### src/rtl/lsc_pkg.sv
`timescale 1ns / 1ps

package lsc_pkg;

	typedef logic [3:0] code_t;

	localparam code_t CodeLeft   = 4'd1;
	localparam code_t CodeRight  = 4'd2;
	localparam code_t CodeBottom = 4'd4;
	localparam code_t CodeTop    = 4'd8;

	localparam logic [1:0] RegLeft   = 2'd0;
	localparam logic [1:0] RegRight  = 2'd1;
	localparam logic [1:0] RegBottom = 2'd2;
	localparam logic [1:0] RegTop    = 2'd3;

	// widest coordinate the outcode helper takes
	localparam int CoordMax = 32;

	function automatic code_t outcode(
		input logic signed [CoordMax-1:0] x,
		input logic signed [CoordMax-1:0] y,
		input logic signed [CoordMax-1:0] wl,
		input logic signed [CoordMax-1:0] wr,
		input logic signed [CoordMax-1:0] wb,
		input logic signed [CoordMax-1:0] wt
	);
		code_t c;
		c = '0;
		if (x < wl) c = c | CodeLeft;
		else if (x > wr) c = c | CodeRight;
		if (y < wb) c = c | CodeBottom;
		else if (y > wt) c = c | CodeTop;
		return c;
	endfunction

endpackage

### src/rtl/lsc_clip_stage.sv
`timescale 1ns / 1ps

module lsc_clip_stage import lsc_pkg::*; #(
	parameter int W = 16,
	parameter int SegW = 2 + 4 * W + 8
) (
	input  logic                clk,
	input  logic                arst_n,
	input  logic                adv,
	input  logic                in_vld,
	input  logic [SegW-1:0]     in_seg,
	input  logic signed [W-1:0] win_left,
	input  logic signed [W-1:0] win_right,
	input  logic signed [W-1:0] win_bottom,
	input  logic signed [W-1:0] win_top,
	output logic                out_vld,
	output logic [SegW-1:0]     out_seg
);

	localparam int W1 = W + 1;
	localparam int Q  = W + 2;
	localparam int PW = 2 * W + 2;

	typedef struct packed {
		logic                done;
		logic                acc;
		logic signed [W-1:0] x0;
		logic signed [W-1:0] y0;
		logic signed [W-1:0] x1;
		logic signed [W-1:0] y1;
		code_t               c0;
		code_t               c1;
	} seg_t;

	typedef struct packed {
		logic                active;
		logic                upd0;
		logic                axis_y;
		logic                neg;
		logic                zero_c;
		logic signed [W-1:0] edge_v;
		logic signed [W-1:0] base;
	} ctl_t;

	seg_t si;
	assign si = seg_t'(in_seg);

	// setup: pick the edge and form the three differences
	seg_t                 seg_a;
	ctl_t                 ctl_a;
	logic signed [W1-1:0] da, db, dc, dx, dy;
	logic [W1-1:0]        ma, mb, mc;
	code_t                co;
	logic                 both_in, rej;

	always_comb begin
		seg_a = si;
		ctl_a = '0;
		both_in = (si.c0 == '0) && (si.c1 == '0);
		rej = (si.c0 & si.c1) != '0;
		co = (si.c0 != '0) ? si.c0 : si.c1;
		dx = W1'(si.x1) - W1'(si.x0);
		dy = W1'(si.y1) - W1'(si.y0);
		if ((co & CodeTop) != '0) begin
			da = dx; db = W1'(win_top) - W1'(si.y0); dc = dy;
			ctl_a.edge_v = win_top; ctl_a.axis_y = 1'b1; ctl_a.base = si.x0;
		end else if ((co & CodeBottom) != '0) begin
			da = dx; db = W1'(win_bottom) - W1'(si.y0); dc = dy;
			ctl_a.edge_v = win_bottom; ctl_a.axis_y = 1'b1; ctl_a.base = si.x0;
		end else if ((co & CodeRight) != '0) begin
			da = dy; db = W1'(win_right) - W1'(si.x0); dc = dx;
			ctl_a.edge_v = win_right; ctl_a.axis_y = 1'b0; ctl_a.base = si.y0;
		end else begin
			da = dy; db = W1'(win_left) - W1'(si.x0); dc = dx;
			ctl_a.edge_v = win_left; ctl_a.axis_y = 1'b0; ctl_a.base = si.y0;
		end
		ctl_a.upd0 = si.c0 != '0;
		ctl_a.neg = da[W] ^ db[W] ^ dc[W];
		ctl_a.zero_c = dc == '0;
		ctl_a.active = !si.done && !both_in && !rej;
		if (!si.done) begin
			if (both_in) begin
				seg_a.done = 1'b1;
				seg_a.acc = 1'b1;
			end else if (rej) begin
				seg_a.done = 1'b1;
				seg_a.acc = 1'b0;
			end
		end
		ma = da[W] ? W1'(-da) : W1'(da);
		mb = db[W] ? W1'(-db) : W1'(db);
		mc = dc[W] ? W1'(-dc) : W1'(dc);
	end

	logic          vld_s1;
	seg_t          seg_s1;
	ctl_t          ctl_s1;
	logic [W1-1:0] ma_s1, mb_s1, mc_s1;

	always_ff @(posedge clk or negedge arst_n) begin
		if (!arst_n) vld_s1 <= 1'b0;
		else if (adv) vld_s1 <= in_vld;
	end

	always_ff @(posedge clk) begin
		if (adv) begin
			seg_s1 <= seg_a;
			ctl_s1 <= ctl_a;
			ma_s1 <= ma;
			mb_s1 <= mb;
			mc_s1 <= mc;
		end
	end

	// exact product of magnitudes
	logic          vld_s2;
	seg_t          seg_s2;
	ctl_t          ctl_s2;
	logic [PW-1:0] prod_s2;
	logic [W1-1:0] mc_s2;

	always_ff @(posedge clk or negedge arst_n) begin
		if (!arst_n) vld_s2 <= 1'b0;
		else if (adv) vld_s2 <= vld_s1;
	end

	always_ff @(posedge clk) begin
		if (adv) begin
			seg_s2 <= seg_s1;
			ctl_s2 <= ctl_s1;
			prod_s2 <= PW'(ma_s1) * PW'(mb_s1);
			mc_s2 <= mc_s1;
		end
	end

	// restoring divider, one quotient bit per stage
	logic          vld_s3 [1:Q];
	logic [W:0]    rem_s3 [1:Q];
	logic [Q-1:0]  pq_s3  [1:Q];
	logic [W1-1:0] dv_s3  [1:Q];
	ctl_t          ctl_s3 [1:Q];
	seg_t          seg_s3 [1:Q];

	for (genvar k = 0; k < Q; k++) begin : g_div
		logic          src_vld;
		logic [W:0]    src_rem;
		logic [Q-1:0]  src_pq;
		logic [W1-1:0] src_dv;
		ctl_t          src_ctl;
		seg_t          src_seg;
		logic [W1:0]   t;
		logic          ge;

		if (k == 0) begin : g_first
			assign src_vld = vld_s2;
			assign src_rem = W1'(prod_s2[PW-1:Q]);
			assign src_pq  = prod_s2[Q-1:0];
			assign src_dv  = mc_s2;
			assign src_ctl = ctl_s2;
			assign src_seg = seg_s2;
		end else begin : g_next
			assign src_vld = vld_s3[k];
			assign src_rem = rem_s3[k];
			assign src_pq  = pq_s3[k];
			assign src_dv  = dv_s3[k];
			assign src_ctl = ctl_s3[k];
			assign src_seg = seg_s3[k];
		end

		assign t  = {src_rem, src_pq[Q-1]};
		assign ge = t >= {1'b0, src_dv};

		always_ff @(posedge clk or negedge arst_n) begin
			if (!arst_n) vld_s3[k+1] <= 1'b0;
			else if (adv) vld_s3[k+1] <= src_vld;
		end

		always_ff @(posedge clk) begin
			if (adv) begin
				rem_s3[k+1] <= ge ? W1'(t - {1'b0, src_dv}) : W1'(t);
				pq_s3[k+1]  <= {src_pq[Q-2:0], ge};
				dv_s3[k+1]  <= src_dv;
				ctl_s3[k+1] <= src_ctl;
				seg_s3[k+1] <= src_seg;
			end
		end
	end

	// apply sign, move the endpoint and recode it
	ctl_t                  ctl_f;
	seg_t                  seg_f;
	logic signed [W+2:0]   qs, sum;
	logic signed [W-1:0]   nx, ny, nv;

	always_comb begin
		ctl_f = ctl_s3[Q];
		seg_f = seg_s3[Q];
		if (ctl_f.zero_c) qs = '0;
		else if (ctl_f.neg) qs = -$signed({1'b0, pq_s3[Q]});
		else qs = $signed({1'b0, pq_s3[Q]});
		sum = (W+3)'(ctl_f.base) + qs;
		nv = sum[W-1:0];
		nx = ctl_f.axis_y ? nv : ctl_f.edge_v;
		ny = ctl_f.axis_y ? ctl_f.edge_v : nv;
		if (ctl_f.active) begin
			if (ctl_f.upd0) begin
				seg_f.x0 = nx;
				seg_f.y0 = ny;
				seg_f.c0 = outcode(CoordMax'(nx), CoordMax'(ny), CoordMax'(win_left),
					CoordMax'(win_right), CoordMax'(win_bottom), CoordMax'(win_top));
			end else begin
				seg_f.x1 = nx;
				seg_f.y1 = ny;
				seg_f.c1 = outcode(CoordMax'(nx), CoordMax'(ny), CoordMax'(win_left),
					CoordMax'(win_right), CoordMax'(win_bottom), CoordMax'(win_top));
			end
		end
	end

	logic vld_s4;
	seg_t seg_s4;

	always_ff @(posedge clk or negedge arst_n) begin
		if (!arst_n) vld_s4 <= 1'b0;
		else if (adv) vld_s4 <= vld_s3[Q];
	end

	always_ff @(posedge clk) begin
		if (adv) seg_s4 <= seg_f;
	end

	assign out_vld = vld_s4;
	assign out_seg = SegW'(seg_s4);

endmodule

### config.mk
export PLATFORM = sky130hd
export DESIGN_NAME = lsc_clip_stage
export DESIGN_NICKNAME = d
export VERILOG_FILES = /design/src/rtl/lsc_pkg.sv /design/src/rtl/lsc_clip_stage.sv
export SDC_FILE = /design/constraint.sdc
export NUM_CORES = 2
export LEC_CHECK = 0
export ABC_CLOCK_PERIOD_IN_PS = 11700
export BUFFER_PORTS_ARGS = -buffer_cell sky130_fd_sc_hd__buf_2
export CORE_ASPECT_RATIO = 1.5
export CORE_MARGIN = 4
export CORE_UTILIZATION = 65
export CTS_CLUSTER_DIAMETER = 30
export DETAILED_ROUTE_END_ITERATION = 12
export PLACE_DENSITY = 0.82
export SYNTH_ARGS = -nofsm -noshare
export SYNTH_HDL_FRONTEND = slang
export SYNTH_SLANG_ARGS = --single-unit
### constraint.sdc
create_clock -name clk -period 11.7 [get_ports clk]
set_input_delay 1.755 -clock clk [delete_from_list [all_inputs] [get_ports clk]]
set_output_delay 1.755 -clock clk [all_outputs]
set_load 0.05 [all_outputs]
==> impl_metrics.xml <==
<?xml version="1.0" encoding="UTF-8"?>
<metrics>
  <group name="run_status">
    <metric name="run_status" unit="">finished with violations</metric>
    <metric name="violations_in_the_final_reports" unit="">capacitance limit, slew limit</metric>
  </group>
  <group name="timing">
    <metric name="timing.final.ws_setup" unit="ns">3.70</metric>
    <metric name="rsz0062_at_grt" unit="">no</metric>
    <metric name="post_route_minimum_period" unit="ns">8.00</metric>
    <metric name="report.final.setup_viol" unit="">0</metric>
    <metric name="finalHoldViolations" unit="">0</metric>
    <metric name="max_freq" unit="MHz">125</metric>
    <metric name="setup-tns-final" unit="ns">0</metric>
    <metric name="holdWs" unit="ns">0.360</metric>
    <metric name="final_min_period_over_clock_period" unit="%">68.3</metric>
    <metric name="timing.slew.headroom" unit="%">-6.05</metric>
    <metric name="slew_violations" unit="">8</metric>
    <metric name="timing_worst_slew_pin_value" unit="ns">1.57</metric>
    <metric name="clock_skew" unit="ns">0.0896</metric>
  </group>
  <group name="detailed_routing">
    <metric name="drt_drc_violations_left" unit="">0</metric>
    <metric name="dr.pass1.iters" unit="">9</metric>
    <metric name="detail_route.iter0.violations" unit="">8039</metric>
    <metric name="via_count" unit="">73863</metric>
    <metric name="wl_per_cell" unit="µm">27.9</metric>
    <metric name="detail_route.wirelength" unit="µm">337000</metric>
    <metric name="avgViaCountPerCell" unit="">6.11</metric>
    <metric name="postRouteAntennaNets" unit="">0</metric>
  </group>
  <group name="global_routing">
    <metric name="grt_pass1_wl" unit="µm">494000</metric>
    <metric name="initial_antenna_violation_count" unit="">22</metric>
    <metric name="global_route.usage.total" unit="%">31.2</metric>
    <metric name="first_global_vias" unit="">78330</metric>
    <metric name="grt_max_degree" unit="">220</metric>
    <metric name="grt.overflow.total" unit="">0</metric>
  </group>
  <group name="worst_setup_path">
    <metric name="worst_ep_arrival_time" unit="ns">8.66</metric>
    <metric name="worstSetupEndpointType" unit="">flop</metric>
    <metric name="critical_path_start_type" unit="">flop</metric>
    <metric name="ff2ff_setup_slack" unit="ns">3.70</metric>
    <metric name="required" unit="ns">12.37</metric>
    <metric name="timing.critical_path.fanout_max" unit="">15</metric>
    <metric name="worst-setup-path-type" unit="">flop to flop</metric>
  </group>
  <group name="hold_path">
    <metric name="min_path_type" unit="">flop to flop</metric>
  </group>
  <group name="floorplanning">
    <metric name="start_util" unit="%">65.5</metric>
    <metric name="floorplan.die.width" unit="µm">380</metric>
    <metric name="placeableCoreArea" unit="µm²">206000</metric>
    <metric name="rows" unit="">204</metric>
    <metric name="die-area" unit="µm²">215000</metric>
    <metric name="io_pins" unit="">217</metric>
    <metric name="die_height" unit="µm">566</metric>
  </group>
  <group name="cts">
    <metric name="postCtsHoldBufs" unit="">0</metric>
    <metric name="clk_pin_slew" unit="ns">0.07</metric>
    <metric name="cts_sinks" unit="">3284</metric>
    <metric name="cts_repair_resize_count" unit="">0</metric>
    <metric name="number_of_setup_buffers_added_after_cts" unit="">0</metric>
    <metric name="htreeDepth" unit="">5</metric>
    <metric name="worst_skew_pair.late_latency" unit="ns">0.90</metric>
    <metric name="tritoncts_clock_tree" unit="">yes</metric>
    <metric name="cts_inserted_buffers" unit="">404</metric>
    <metric name="clock_tree.buffer_depth" unit="">4</metric>
    <metric name="clockRootBuffer" unit="">sky130_fd_sc_hd__clkbuf_16</metric>
  </group>
  <group name="yosys">
    <metric name="synthesis.area" unit="µm²">135000</metric>
    <metric name="ys_seq_elements" unit="">3284</metric>
    <metric name="mappedNetlistNets" unit="">9442</metric>
    <metric name="number_of_standard_cells_after_synthesis" unit="">8477</metric>
    <metric name="async_flop_share" unit="%">0.639</metric>
    <metric name="synthDistinctLibCells" unit="">92</metric>
    <metric name="ys_dominant_reg_cell" unit="">sky130_fd_sc_hd__edfxtp_1</metric>
    <metric name="syn_avg_cell_area" unit="µm²">15.9</metric>
    <metric name="synth-edff-count" unit="">3263</metric>
    <metric name="part_of_the_yosys_area_used_for_sequential_elements" unit="%">73.0</metric>
    <metric name="synth_warnings" unit="">0</metric>
  </group>
  <group name="finish">
    <metric name="final_util" unit="%">74.7</metric>
    <metric name="net_total_in_the_final_layout" unit="">10014</metric>
    <metric name="drive_above_1_share" unit="%">12.9</metric>
    <metric name="flow.area_growth_from_synthesis" unit="%">14.2</metric>
  </group>
  <group name="run">
    <metric name="max_cap_viol_count" unit="">2</metric>
  </group>
  <group name="place">
    <metric name="globalplace.congestion" unit="">0.970</metric>
    <metric name="place.port_buffers" unit="">216</metric>
    <metric name="detailedPlacementHpwl" unit="µm">206000</metric>
    <metric name="dp_worst_setup_slack" unit="ns">3.35</metric>
  </group>
</metrics>
-- cells in the final DEF (no fill, tap or decap), drive strengths merged, types with 247 or more instances in the layout --
cell type,netlist,routed
edfxtp,3263,3263
inv,849,942
nand2,607,607
ha,576,576
clkbuf,111,433
o21ai,431,431
nor2,318,318
a21oi,308,308
buf,25,302
fa,247,247
-- critical path: stages (launching register included) --
cell and delay [ns]:
sky130_fd_sc_hd__edfxtp_1 0.65, sky130_fd_sc_hd__mux2i_1 0.34, sky130_fd_sc_hd__nor2_1 0.11, sky130_fd_sc_hd__fa_1 0.46
sky130_fd_sc_hd__a21o_1 0.17, sky130_fd_sc_hd__a21oi_1 0.29, sky130_fd_sc_hd__o21ai_0 0.20, sky130_fd_sc_hd__a2111oi_0 0.88
sky130_fd_sc_hd__o31ai_1 0.26, sky130_fd_sc_hd__a21o_1 0.26, sky130_fd_sc_hd__a21o_1 0.21, sky130_fd_sc_hd__a31o_2 0.25
sky130_fd_sc_hd__xnor2_1 0.55, sky130_fd_sc_hd__o21ai_1 0.52, sky130_fd_sc_hd__ha_1 0.50, sky130_fd_sc_hd__o2111ai_1 0.12
sky130_fd_sc_hd__a21oi_1 0.17, sky130_fd_sc_hd__a2bb2oi_1 0.75, sky130_fd_sc_hd__o211ai_1 0.58, sky130_fd_sc_hd__o21ai_0 0.49
-- cells by family (layout without fill, tap and decap cells) --
kind of cell	after synthesis	count (layout)	synth area share, %
and+or+nand+nor	1545	1545	5.35
muxes	204	204	1.65
xor gates and xnor gates	357	357	2.32
AOI/OAI and AO/OA	1279	1279	5.94
buffers and inverters	985	1902	2.77
DFF	3284	3284	73.0
adders and majority gates	823	823	9.00
other	0	16	0
-- area by class of cell --
| type | instances | area (µm²) |
|---|---|---|
| flip-flops and latches | 3284 | 98500 |
| clock inverters | 318 | 3980 |
| fillers | 11375 | 52100 |
| well taps | 2678 | 3350 |
| diodes | 16 | 40.0 |
| inverters | 849 | 3190 |
| multi-input cells | 4208 | 32800 |
| repair buffers | 302 | 1930 |
| clock buffers | 433 | 10300 |
-- metrics by stage --
step / std cells / cell area [µm²]
2_1_floorplan: 8477 / 135000
3_3_place_gp: 11314 / 140000
3_5_place_dp: 11318 / 140000
4_1_cts: 12069 / 154000
5_1_grt: 12078 / 154000
6_report: 12088 / 154000
-- synthesized netlist by cell type (43+ instances only) --
master | count | area share, %
sky130_fd_sc_hd__nand3_1 | 67 | 0.25
sky130_fd_sc_hd__o21a_1 | 43 | 0.24
sky130_fd_sc_hd__mux2i_1 | 65 | 0.48
sky130_fd_sc_hd__fa_1 | 247 | 3.7
sky130_fd_sc_hd__inv_1 | 846 | 2.4
sky130_fd_sc_hd__a21o_1 | 124 | 0.69
sky130_fd_sc_hd__ha_1 | 576 | 5.3
sky130_fd_sc_hd__o31ai_1 | 46 | 0.26
sky130_fd_sc_hd__xor2_1 | 135 | 0.88
sky130_fd_sc_hd__nand2b_1 | 61 | 0.28
sky130_fd_sc_hd__nor2b_1 | 77 | 0.36
sky130_fd_sc_hd__xnor2_1 | 222 | 1.4
sky130_fd_sc_hd__nor3_1 | 96 | 0.36
sky130_fd_sc_hd__a21oi_1 | 305 | 1.1
sky130_fd_sc_hd__clkbuf_1 | 111 | 0.31
sky130_fd_sc_hd__nor2_1 | 318 | 0.88
sky130_fd_sc_hd__mux2_2 | 137 | 1.1
sky130_fd_sc_hd__and2_1 | 143 | 0.66
sky130_fd_sc_hd__edfxtp_1 | 3263 | 73
sky130_fd_sc_hd__nand4_1 | 47 | 0.22
sky130_fd_sc_hd__o21ai_0 | 413 | 1.5
sky130_fd_sc_hd__nand2_1 | 607 | 1.7
-- registers in the layout, summed over array words and instances, names as in the netlist --
name and flops:
ctl_s1 37, ctl_s2 37, ctl_s3 666, dv_s3 289, g_div.src_dv 17, g_div.src_seg 74, g_div.src_vld 18, ma_s1 17
mb_s1 17, mc_s1 17, out_seg 74, out_vld 1, pq_s3 289, prod_s2 34, rem_s3 289, seg_s1 74
seg_s3 1332, vld_s1 1, vld_s3 1
-- path summary, 6_finish.rpt --
kind,cells after the start,to,startpoint
hold / removal,0,g_div[0].src_seg[36],seg_s1[36]
hold reg to reg,0,g_div[0].src_seg[36],seg_s1[36]
min in group asynchronous,1,g_div[6].src_vld,arst_n
setup reg to reg,19,out_seg[7],ctl_s3[0][699]
setup / recovery,19,out_seg[7],ctl_s3[0][699]
max in group asynchronous,1,g_div[13].src_vld,arst_n
-- layer usage --
metal | routed length (µm) | global-route usage, % | vias to the layer above
met5 | 51 | 0.0223 | -
li1 | - | - | 32358
met1 | 108000 | 32.6 | 36427
met2 | 177000 | 56.4 | 3814
met3 | 22100 | 5.67 | 1256
met4 | 30000 | 22.6 | 8
Power is not shown: default switching activity piles up to over one toggle a cycle in this logic, so the estimate is an artifact.
